--- src/rtl/core/dssm_pkg.sv ---
// shared types, constants and coefficient table for the discrete state model
package dssm_pkg;

   // fixed dimensions
   localparam int NUM_INPUTS    = 12;
   localparam int NUM_STATES    = 3;
   localparam int NUM_MACS      = 54;
   localparam int IN_W          = 16;
   localparam int STATE_W       = 32;
   localparam int COEF_W        = 32;
   localparam int ACC_W         = 64;
   localparam int STEP_W        = 6;
   localparam int IN_FRAC_BITS  = 8;
   localparam int SRC_FRAC_BITS = 24;

   typedef logic signed [IN_W-1:0]    in_word_type;
   typedef logic signed [STATE_W-1:0] state_word_type;
   typedef logic signed [COEF_W-1:0]  coef_word_type;

   // one multiply-accumulate command
   typedef struct packed {
      logic              mac;
      logic [STEP_W-1:0] coef_idx;
      logic              use_state;
      logic [3:0]        opnd_idx;
      logic              first;
      logic              ad_first;
      logic              last;
      logic              to_out;
      logic [1:0]        row;
   } cmd_type;

   // controller to datapath
   typedef struct packed {
      logic    load;
      logic    commit;
      cmd_type cmd;
   } ctl_type;

   // coefficients with 24 fractional bits, in issue order:
   // C rows, then for each state row the Bd row followed by the Ad row
   localparam coef_word_type COEF_ROM [NUM_MACS] = '{
      -32'sd236837650, -32'sd43114470, 32'sd15714962,
      -32'sd22102337,  -32'sd5612147,  32'sd2113720,
      -32'sd13090245,  -32'sd2580090,  32'sd875847,
      // row 0
      32'sd6492056, 32'sd8623508, 32'sd567709, 32'sd5037019,
      -32'sd6779476, 32'sd5733715, -32'sd5683539, 32'sd3434432,
      -32'sd5066792, -32'sd6923542, -32'sd10102584, -32'sd364042,
      32'sd16763365, 32'sd28386, 32'sd16251,
      // row 1
      -32'sd387987888, -32'sd584872207, -32'sd24710118, -32'sd434771079,
      32'sd499708687, -32'sd446869685, 32'sd437924633, -32'sd212704268,
      32'sd389306501, 32'sd371824950, 32'sd630316035, 32'sd160383,
      32'sd652865, 32'sd15068673, -32'sd1127259,
      // row 2
      -32'sd966613156, -32'sd1476356843, -32'sd60566616, -32'sd1118898589,
      32'sd1271831846, -32'sd1142439738, 32'sd1117071293, -32'sd531686740,
      32'sd994222205, 32'sd915030651, 32'sd1576199165, -32'sd3935795,
      32'sd1670318, -32'sd4247654, 32'sd13925739
   };

endpackage

--- src/rtl/core/dssm_controller.sv ---
// sequencer that steps the shared multiply-accumulate through one transaction
module dssm_controller (
   input  logic              clock,
   input  logic              reset,
   input  logic              req_valid,
   output logic              req_stall,
   output logic              rsp_valid,
   input  logic              rsp_stall,
   output dssm_pkg::ctl_type ctl
);

   localparam logic [1:0] ST_IDLE   = 2'd0;
   localparam logic [1:0] ST_RUN    = 2'd1;
   localparam logic [1:0] ST_DRAIN  = 2'd2;
   localparam logic [1:0] ST_COMMIT = 2'd3;

   localparam logic [1:0] PH_C  = 2'd0;
   localparam logic [1:0] PH_BU = 2'd1;
   localparam logic [1:0] PH_AD = 2'd2;

   localparam logic [3:0] LAST_STATE_COL = 4'(dssm_pkg::NUM_STATES - 1);
   localparam logic [3:0] LAST_INPUT_COL = 4'(dssm_pkg::NUM_INPUTS - 1);
   localparam logic [1:0] LAST_ROW       = 2'(dssm_pkg::NUM_STATES - 1);

   logic [1:0]                  state_ff, state_in;
   logic [1:0]                  phase_ff, phase_in;
   logic [dssm_pkg::STEP_W-1:0] step_ff, step_in;
   logic [3:0]                  col_ff, col_in;
   logic [1:0]                  row_ff, row_in;
   logic                        drain_ff, drain_in;
   logic                        rsp_valid_ff, rsp_valid_in;
   logic                        out_free;

   assign out_free = !rsp_valid_ff || !rsp_stall;

   // next-state logic
   always_comb begin
      state_in     = state_ff;
      phase_in     = phase_ff;
      step_in      = step_ff;
      col_in       = col_ff;
      row_in       = row_ff;
      drain_in     = drain_ff;
      rsp_valid_in = rsp_valid_ff && rsp_stall;
      case (state_ff)
         ST_IDLE: begin
            if (req_valid) begin
               state_in = ST_RUN;
               phase_in = PH_C;
               step_in  = '0;
               col_in   = '0;
               row_in   = '0;
            end
         end
         ST_RUN: begin
            step_in = step_ff + 1'b1;
            case (phase_ff)
               PH_C: begin
                  if (col_ff == LAST_STATE_COL) begin
                     col_in = '0;
                     if (row_ff == LAST_ROW) begin
                        row_in   = '0;
                        phase_in = PH_BU;
                     end else begin
                        row_in = row_ff + 1'b1;
                     end
                  end else begin
                     col_in = col_ff + 1'b1;
                  end
               end
               PH_BU: begin
                  if (col_ff == LAST_INPUT_COL) begin
                     col_in   = '0;
                     phase_in = PH_AD;
                  end else begin
                     col_in = col_ff + 1'b1;
                  end
               end
               PH_AD: begin
                  if (col_ff == LAST_STATE_COL) begin
                     col_in = '0;
                     if (row_ff == LAST_ROW) begin
                        row_in   = '0;
                        state_in = ST_DRAIN;
                        drain_in = 1'b0;
                     end else begin
                        row_in   = row_ff + 1'b1;
                        phase_in = PH_BU;
                     end
                  end else begin
                     col_in = col_ff + 1'b1;
                  end
               end
               default: begin
                  phase_in = PH_C;
               end
            endcase
         end
         ST_DRAIN: begin
            drain_in = !drain_ff;
            if (drain_ff) begin
               state_in = ST_COMMIT;
            end
         end
         ST_COMMIT: begin
            if (out_free) begin
               state_in     = ST_IDLE;
               rsp_valid_in = 1'b1;
            end
         end
         default: begin
            state_in = ST_IDLE;
         end
      endcase
   end

   // control registers
   always_ff @(posedge clock) begin
      if (reset) begin
         state_ff     <= ST_IDLE;
         phase_ff     <= PH_C;
         step_ff      <= '0;
         col_ff       <= '0;
         row_ff       <= '0;
         drain_ff     <= 1'b0;
         rsp_valid_ff <= 1'b0;
      end else begin
         state_ff     <= state_in;
         phase_ff     <= phase_in;
         step_ff      <= step_in;
         col_ff       <= col_in;
         row_ff       <= row_in;
         drain_ff     <= drain_in;
         rsp_valid_ff <= rsp_valid_in;
      end
   end

   // commands to the datapath
   always_comb begin
      ctl.load          = (state_ff == ST_IDLE) && req_valid;
      ctl.commit        = (state_ff == ST_COMMIT) && out_free;
      ctl.cmd.mac       = (state_ff == ST_RUN);
      ctl.cmd.coef_idx  = step_ff;
      ctl.cmd.use_state = (phase_ff != PH_BU);
      ctl.cmd.opnd_idx  = col_ff;
      ctl.cmd.first     = (phase_ff != PH_AD) && (col_ff == '0);
      ctl.cmd.ad_first  = (phase_ff == PH_AD) && (col_ff == '0);
      ctl.cmd.last      = (phase_ff != PH_BU) && (col_ff == LAST_STATE_COL);
      ctl.cmd.to_out    = (phase_ff == PH_C);
      ctl.cmd.row       = row_ff;
   end

   assign req_stall = (state_ff != ST_IDLE);
   assign rsp_valid = rsp_valid_ff;

`ifndef ASSERT_OFF
   // the last command of a transaction uses the last coefficient
   a_step_end: assert property (@(posedge clock) disable iff (reset)
      (state_ff == ST_RUN && state_in == ST_DRAIN)
         |-> step_ff == dssm_pkg::STEP_W'(dssm_pkg::NUM_MACS - 1))
      else $error("sequence ended at wrong step");

   // a new result only follows a commit
   a_rsp_from_commit: assert property (@(posedge clock) disable iff (reset)
      $rose(rsp_valid_ff) |-> $past(state_ff == ST_COMMIT))
      else $error("result raised without commit");

   // commit waits while the output register is held
   a_commit_hold: assert property (@(posedge clock) disable iff (reset)
      (state_ff == ST_COMMIT && rsp_valid_ff && rsp_stall) |=> state_ff == ST_COMMIT)
      else $error("commit over a held result");

   // counters stay within the table
   a_row_range: assert property (@(posedge clock) disable iff (reset)
      (state_ff == ST_RUN) |-> (row_ff <= LAST_ROW && col_ff <= LAST_INPUT_COL))
      else $error("row or column out of range");
`endif

endmodule
--- config.mk ---
export PLATFORM = sky130hd
export DESIGN_NAME = dssm_controller
export DESIGN_NICKNAME = d
export VERILOG_FILES = /design/src/rtl/core/dssm_pkg.sv /design/src/rtl/core/dssm_controller.sv
export SDC_FILE = /design/constraint.sdc
export NUM_CORES = 1
export LEC_CHECK = 0
export BUFFER_PORTS_ARGS = -buffer_cell sky130_fd_sc_hd__buf_2
export CAP_MARGIN = 10
export CORE_MARGIN = 2
export CORE_UTILIZATION = 47
export CTS_CLUSTER_DIAMETER = 100
export DETAILED_ROUTE_END_ITERATION = 6
export PLACE_DENSITY = 0.81
export SLEW_MARGIN = 20
export SYNTH_ARGS = -nofsm -noshare
export SYNTH_HDL_FRONTEND = slang
export SYNTH_SLANG_ARGS = --single-unit
--- constraint.sdc ---
create_clock -name clock -period 1.45 [get_ports clock]
set_input_delay 0.29 -clock clock [delete_from_list [all_inputs] [get_ports clock]]
set_output_delay 0.29 -clock clock [all_outputs]
set_load 0.02 [all_outputs]
### Word level (Yosys, flattened, before mapping)

Cells that the tools add are included.

| word-level totals | value |
|---|---|
| flip-flop bits (word level) | 18 |
| latch bits | 0 |
| RAM bits | 0 |
| ROM bits | 0 |
| bits of input ports | 4 |
| output and inout bits | 22 |
| memories | 0 |

| operators by class | value |
|---|---|
| add/subtract/negate cells | 3 |
| $mul | 0 |
| divide/modulo/power cells | 0 |
| order comparisons | 0 |
| eq/ne operators | 23 |
| shift-type cells | 0 |
| muxes and demuxes | 32 |
| bitwise operators | 0 |
| reductions and logical operators | 23 |

Operator list:

| kind | count |
|---|---|
| $mux 2 | 15 |
| $pmux 4 s2 | 2 |
| $mux 4 | 3 |
| $pmux 6 s2 | 1 |
| $ne 2x2->1 const B | 5 |
| $ne 3x2->1 const B | 3 |
| $ne 3x3->1 const B | 3 |
| $eq 2x2->1 const B | 4 |
| $ne 2x1->1 const B | 4 |
| $pmux 2 s2 | 2 |
| $pmux 2 s4 | 1 |
| $reduce_and 4->1 | 2 |
| $reduce_and 7->1 | 1 |
| $add 6x1->6 const B | 1 |
| $logic_and 1x1->1 | 6 |
| $mux 6 | 1 |
| $pmux 2 s3 | 1 |
| $reduce_and 6->1 | 1 |
| $reduce_bool 2->1 | 3 |
| $mux 1 | 5 |
| $add 4x1->4 const B | 1 |
| $eq 2x1->1 const B | 2 |
| $eq 4x2->1 const B | 1 |
| $eq 4x4->1 const B | 1 |
| 9 further kinds | 12 |

### Depth between registers and ports, before layout

| logic depth | value |
|---|---|
| depth after elaboration | 5 |
| gate-level depth with buffers | 7 |
| mapped depth without buffers | 6 |

### Least setup slack after synthesis

Ideal clock, no wire load.

| timing | value |
|---|---|
| path type | register -> register |
| start | register state_ff[1] |
| end | register step_ff[5] in the netlist's numbering |
| library setup time | 0.115 ns |
| arrival | 1.551 ns |
| slack | -0.215 ns |
| stages on the path, launching flop included | 8 |
| path buffers | 1 |
| period minus slack after synthesis | 1.665 ns |
| cell sequence | dfxtp_1 > inv_1 > ha_1 > buf_2 > mux2i_1 > nor3_1 > xnor2_1 > nor2_1 |

RTL lines:

| item | line | text |
|---|---|---|
| start: declaration | dssm_controller.sv:25 | `logic [1:0] state_ff, state_in;` |
| start signal: assignment | dssm_controller.sv:128 | `state_ff <= state_in;` |
| end signal: assignment | dssm_controller.sv:130 | `step_ff <= step_in;` |
| end: declaration | dssm_controller.sv:27 | `logic [dssm_pkg::STEP_W-1:0] step_ff, step_in;` |

### Final worst setup path

| timing | value |
|---|---|
| start | register state_ff[0] |
| end | register row_ff[1] |

| between the ends | value |
|---|---|
| longest elaborated chain between the ends | 3 |

RTL lines:

| item | line | text |
|---|---|---|
| $eq 2x1->1 or $logic_not 2->1 (tied branches) | dssm_controller.sv:45 | `case (state_ff)` |
| $ne 2x2->1 (no source line), or another cell as far along | - |  |
| $reduce_and 4->1 (no source line) | - |  |
| end signal: assignment | dssm_controller.sv:132 | `row_ff <= row_in;` |
| end: declaration | dssm_controller.sv:29 | `logic [1:0] row_ff, row_in;` |

Parallel ways exist; a longest one is shown, timed or not.
A chain may end at the register's enable or synchronous reset.

==> flow_summary.yaml <==
sta:
  hold_viol_final: 0
  fin_tns_setup_ns: -1.146
  finalWorstSetupSlack_ns: -0.1189
  timing.clock.skew_ns: 0.009731
  max_clock_freq_mhz: 637.4
  slew-limit-headroom_pct: 77.63
  final.period_utilization_pct: 108.2
  tightestPinTransition_ns: 0.3285
  setup-violations-final: 22
  timing.final.crit_period_ns: 1.569
  rsz0062_at_grt: "true"
  slew_viol_final: 0
place:
  detailed_place_hpwl_microns: 1973
  dp_cells: 192
  routability_cong: 0.7976
  pre_cts_slack_ns: -0.05562
  port_buffers: 25
yosys:
  synth-xor-area-share_pct: 3.263
  yosys.area.top_type: "sky130_fd_sc_hd__dfxtp_1"
  mappedNetlistNets: 138
  synth.area.top_cells: "sky130_fd_sc_hd__dfxtp_1 34%, sky130_fd_sc_hd__ha_1 10%, sky130_fd_sc_hd__nand3_1 4.2%"
  synth_top_flop_cell: "sky130_fd_sc_hd__dfxtp_1"
  most_frequent_cell_after_synthesis: "sky130_fd_sc_hd__dfxtp_1"
  synth_sequential_area_ratio_pct: 33.57
  synth-seq-cells: 18
  syn-cell-area_sq_mm: 0.001074
  synth_top_family_by_area: "simple AND/OR/NAND/NOR gates"
  synth_cell_type_count: 41
  synthesis.instances: 125
  synth_mux_area_share_pct: 4.779
  yosys_warnings: 0
  synthesis.area_per_instance_sq_um: 8.588
  synthesized_area_fraction_occupied_by_adder_cells_pct: 10.49
  synth_compound_area_share_pct: 14.22
  synth_largest_type_area_fraction_pct: 33.57
  synth_top_cells_by_count: "18 x sky130_fd_sc_hd__dfxtp_1, 12 x sky130_fd_sc_hd__nor2_1, 11 x sky130_fd_sc_hd__nand2_1, 9 x sky130_fd_sc_hd__ha_1, 9 x sky130_fd_sc_hd__nand3_1"
  number_of_flops_mapped_to_enable_cells_by_yosys: 0
  synth-simple-area-share_pct: 30.07
  synth_async_sr_flop_share_pct: 0
clocking:
  number_of_clock_buffers_inserted_by_tritoncts: 3
  cts.htree.levels: 1
  clock_latency_ns: 0.30
  tritoncts: "yes"
  max-clock-path-buffers: 2
  root_buffer: "sky130_fd_sc_hd__clkbuf_4"
  cts_hold_buf: 0
  clk_pin_slew_ns: 0.11
  clock-sinks: 18
power_and_ir_drop:
  leakagePower_nw: 0.7555
  comb_power_share_pct: 64.1
  seq_power_share_pct: 24.0
  power.net_switching_mw: 1.043
  irDropWorstVdd_mv: 1.199
  share_clk_of_total_power_pct: 11.9
  sw_frac_of_total_pct: 39.23
  internal_power_mw: 1.616
  total_power_mw: 2.659
  power.density_cell_area_mw_per_mm2: 1500
routing:
  routed_via_density: 5.420
  dr.first_iter.drc_count: 28
  drt-wirelength-per-cell_microns: 15.12
  drt_first_pass_iters: 5
  postRouteWirelength_microns: 3206
  vias: 1149
  post_detailed_route_count_of_antenna_violating_nets: 0
  drc_violation_count_after_routing: 0
global_routing:
  grt_pass1_wl_microns: 4629
  maximum_number_of_pins_on_one_net_before_global_route_repair: 15
  grt_overflow_total: 0
  grt_use_total_pct: 23.68
  grt_pass1_vias: 1040
  antenna_found_initial: 0
die:
  die-area_sq_mm: 0.002682
  floorplan.die.height_microns: 51.79
  core-area_sq_mm: 0.002191
  initial_core_util_pct: 49.00
  die_w_microns: 51.79
  number_of_primary_i_o_pins: 26
  floorplan.rows: 17
run_status:
  run_status: "finished, violations left"
  failed_checks: "negative setup slack"
critical_path:
  crit_path_max_incr_delay_ns: 0.39
  timing.critical_path.cells: "buf_6 -> ha_4 -> clkinvlp_4 -> buf_4 -> nor4b_4 -> a22oi_1 -> nor2_1"
  crit_path_end_kind: "flip-flop"
  critical_path_required_ns: 1.68
  worst-path-max-fanout: 5
  critPathArrivalTime_ns: 1.80
  worst-setup-path-type: "flip-flop to flip-flop"
  worst_path_dominant_cell_family: "buffers and inverters"
  worst-path-buf-inv: 3
  timing.critical_path.from_type: "flip-flop"
  critical_path.slowest_cell: "sky130_fd_sc_hd__dfxtp_4"
flow_run:
  number_of_max_cap_violations: 0
final_layout:
  fin_nets: 198
  instances_no_fill: 212
  insertedDiodeCount: 0
  fillerInstances: 143
  area_growth_pct: 65.15
  proportion_of_layout_cells_with_a_drive_suffix_above_1_pct: 57.61
min_path:
  hp-class: "input port to flip-flop"
## power groups by stage
stage,clock (mW),sequential (mW),combinational [mW]
after floorplan,0,0.660,0.747
after global placement,0,0.632,1.11
after detailed placement,0,0.638,1.15
after CTS,0.321,0.641,1.47
after global routing,0.356,0.651,1.83
final,0.316,0.639,1.70
## metrics by stage
| stage | utilization, % | instance area, sq um | hold WS [ns] |
|---|---|---|---|
| floorplan | - | 1132 | 0.3827 |
| CTS | 73.10 | 1602 | 0.2570 |
| detailed placement | 63.79 | 1398 | 0.4854 |
| finish | 80.93 | 1773 | 0.2732 |
| global route | 80.93 | 1773 | 0.3043 |
| global placement | 63.79 | 1398 | 0.4692 |
## routing by layer
layer / GRT usage (%) / share of wire, % / vias up / wire length, microns
met5: 0 / 0 / - / 0
li1: - / - / 563 / -
met1: 27.63 / 40 / 532 / 1280
met4: 12.72 / 3.3 / 0 / 106
met2: 41.24 / 52 / 42 / 1680
met3: 3.736 / 4.3 / 12 / 139
## final timing paths
check	from	cells after the start	slack, ns	endpoint
worst max-delay path	state_ff[0]$_SDFFE_PP0P_	7	-0.12	row_ff[1]$_SDFFE_PP0P_
worst max register to register	state_ff[0]$_SDFFE_PP0P_	7	-0.12	row_ff[1]$_SDFFE_PP0P_
worst min register to register	drain_ff$_SDFFE_PP0P_	1	0.51	drain_ff$_SDFFE_PP0P_
worst min-delay path	rsp_stall	3	0.27	rsp_valid$_SDFF_PP0_
## timing repair
item | in CTS | in global routing
gates resized for setup | 36 | 27
endpoints found under the setup margin | 18 | 26
pin swaps | 12 | 18
setup buffers | 6 | 10
cloned | 0 | 0
## cells by family (layout without fill, tap and decap cells)
logic type	after synthesis	in the layout
simple gates	56	56
fa+ha+maj	9	9
mux	5	5
flops	18	18
xor+xnor	4	4
compound gates	23	23
buf+inv	10	69
## state kept, by name (all words and copies together) (netlist names)
register   flops
step_ff        6
col_ff         4
phase_ff       2
row_ff         2
state_ff       2
drain_ff       1
rsp_valid      1
## cell usage in the layout, fill, tap and decap left out, types with 3 or more instances in the layout
master                     instances
sky130_fd_sc_hd__dfxtp_4           5
sky130_fd_sc_hd__ha_1              3
sky130_fd_sc_hd__buf_6            12
sky130_fd_sc_hd__and2_4            3
sky130_fd_sc_hd__dfxtp_1           8
sky130_fd_sc_hd__buf_2            17
sky130_fd_sc_hd__ha_4              4
sky130_fd_sc_hd__a21oi_1           5
sky130_fd_sc_hd__dfxtp_2           5
sky130_fd_sc_hd__buf_4            28
sky130_fd_sc_hd__clkbuf_4          3
sky130_fd_sc_hd__mux2i_1           3
sky130_fd_sc_hd__nand2_2           3
sky130_fd_sc_hd__inv_1             4
sky130_fd_sc_hd__nand3_1           8
sky130_fd_sc_hd__nor2_1           11
sky130_fd_sc_hd__nand2_1           7
sky130_fd_sc_hd__o21ai_0           3
## final cells by class
cell class | count | area (sq um) | area share, %
multi-input combinational | 97 | 847.1 | 47.78
timing repair buffer | 57 | 430.4 | 24.28
sequential | 18 | 385.4 | 21.74
inverter | 8 | 38.79 | 2.188
clock buffer | 4 | 36.28 | 2.047
tap | 28 | 35.03 | 1.976
## worst reg2reg max path: cells and delay by family, from the launching register on
kind	cells	cell delay (ns)
flops	1	0.39
fa+ha+maj	1	0.16
compound gates	1	0.10
buf+inv	3	0.44
simple gates	2	0.41
Power figures use the tool's default switching activity.
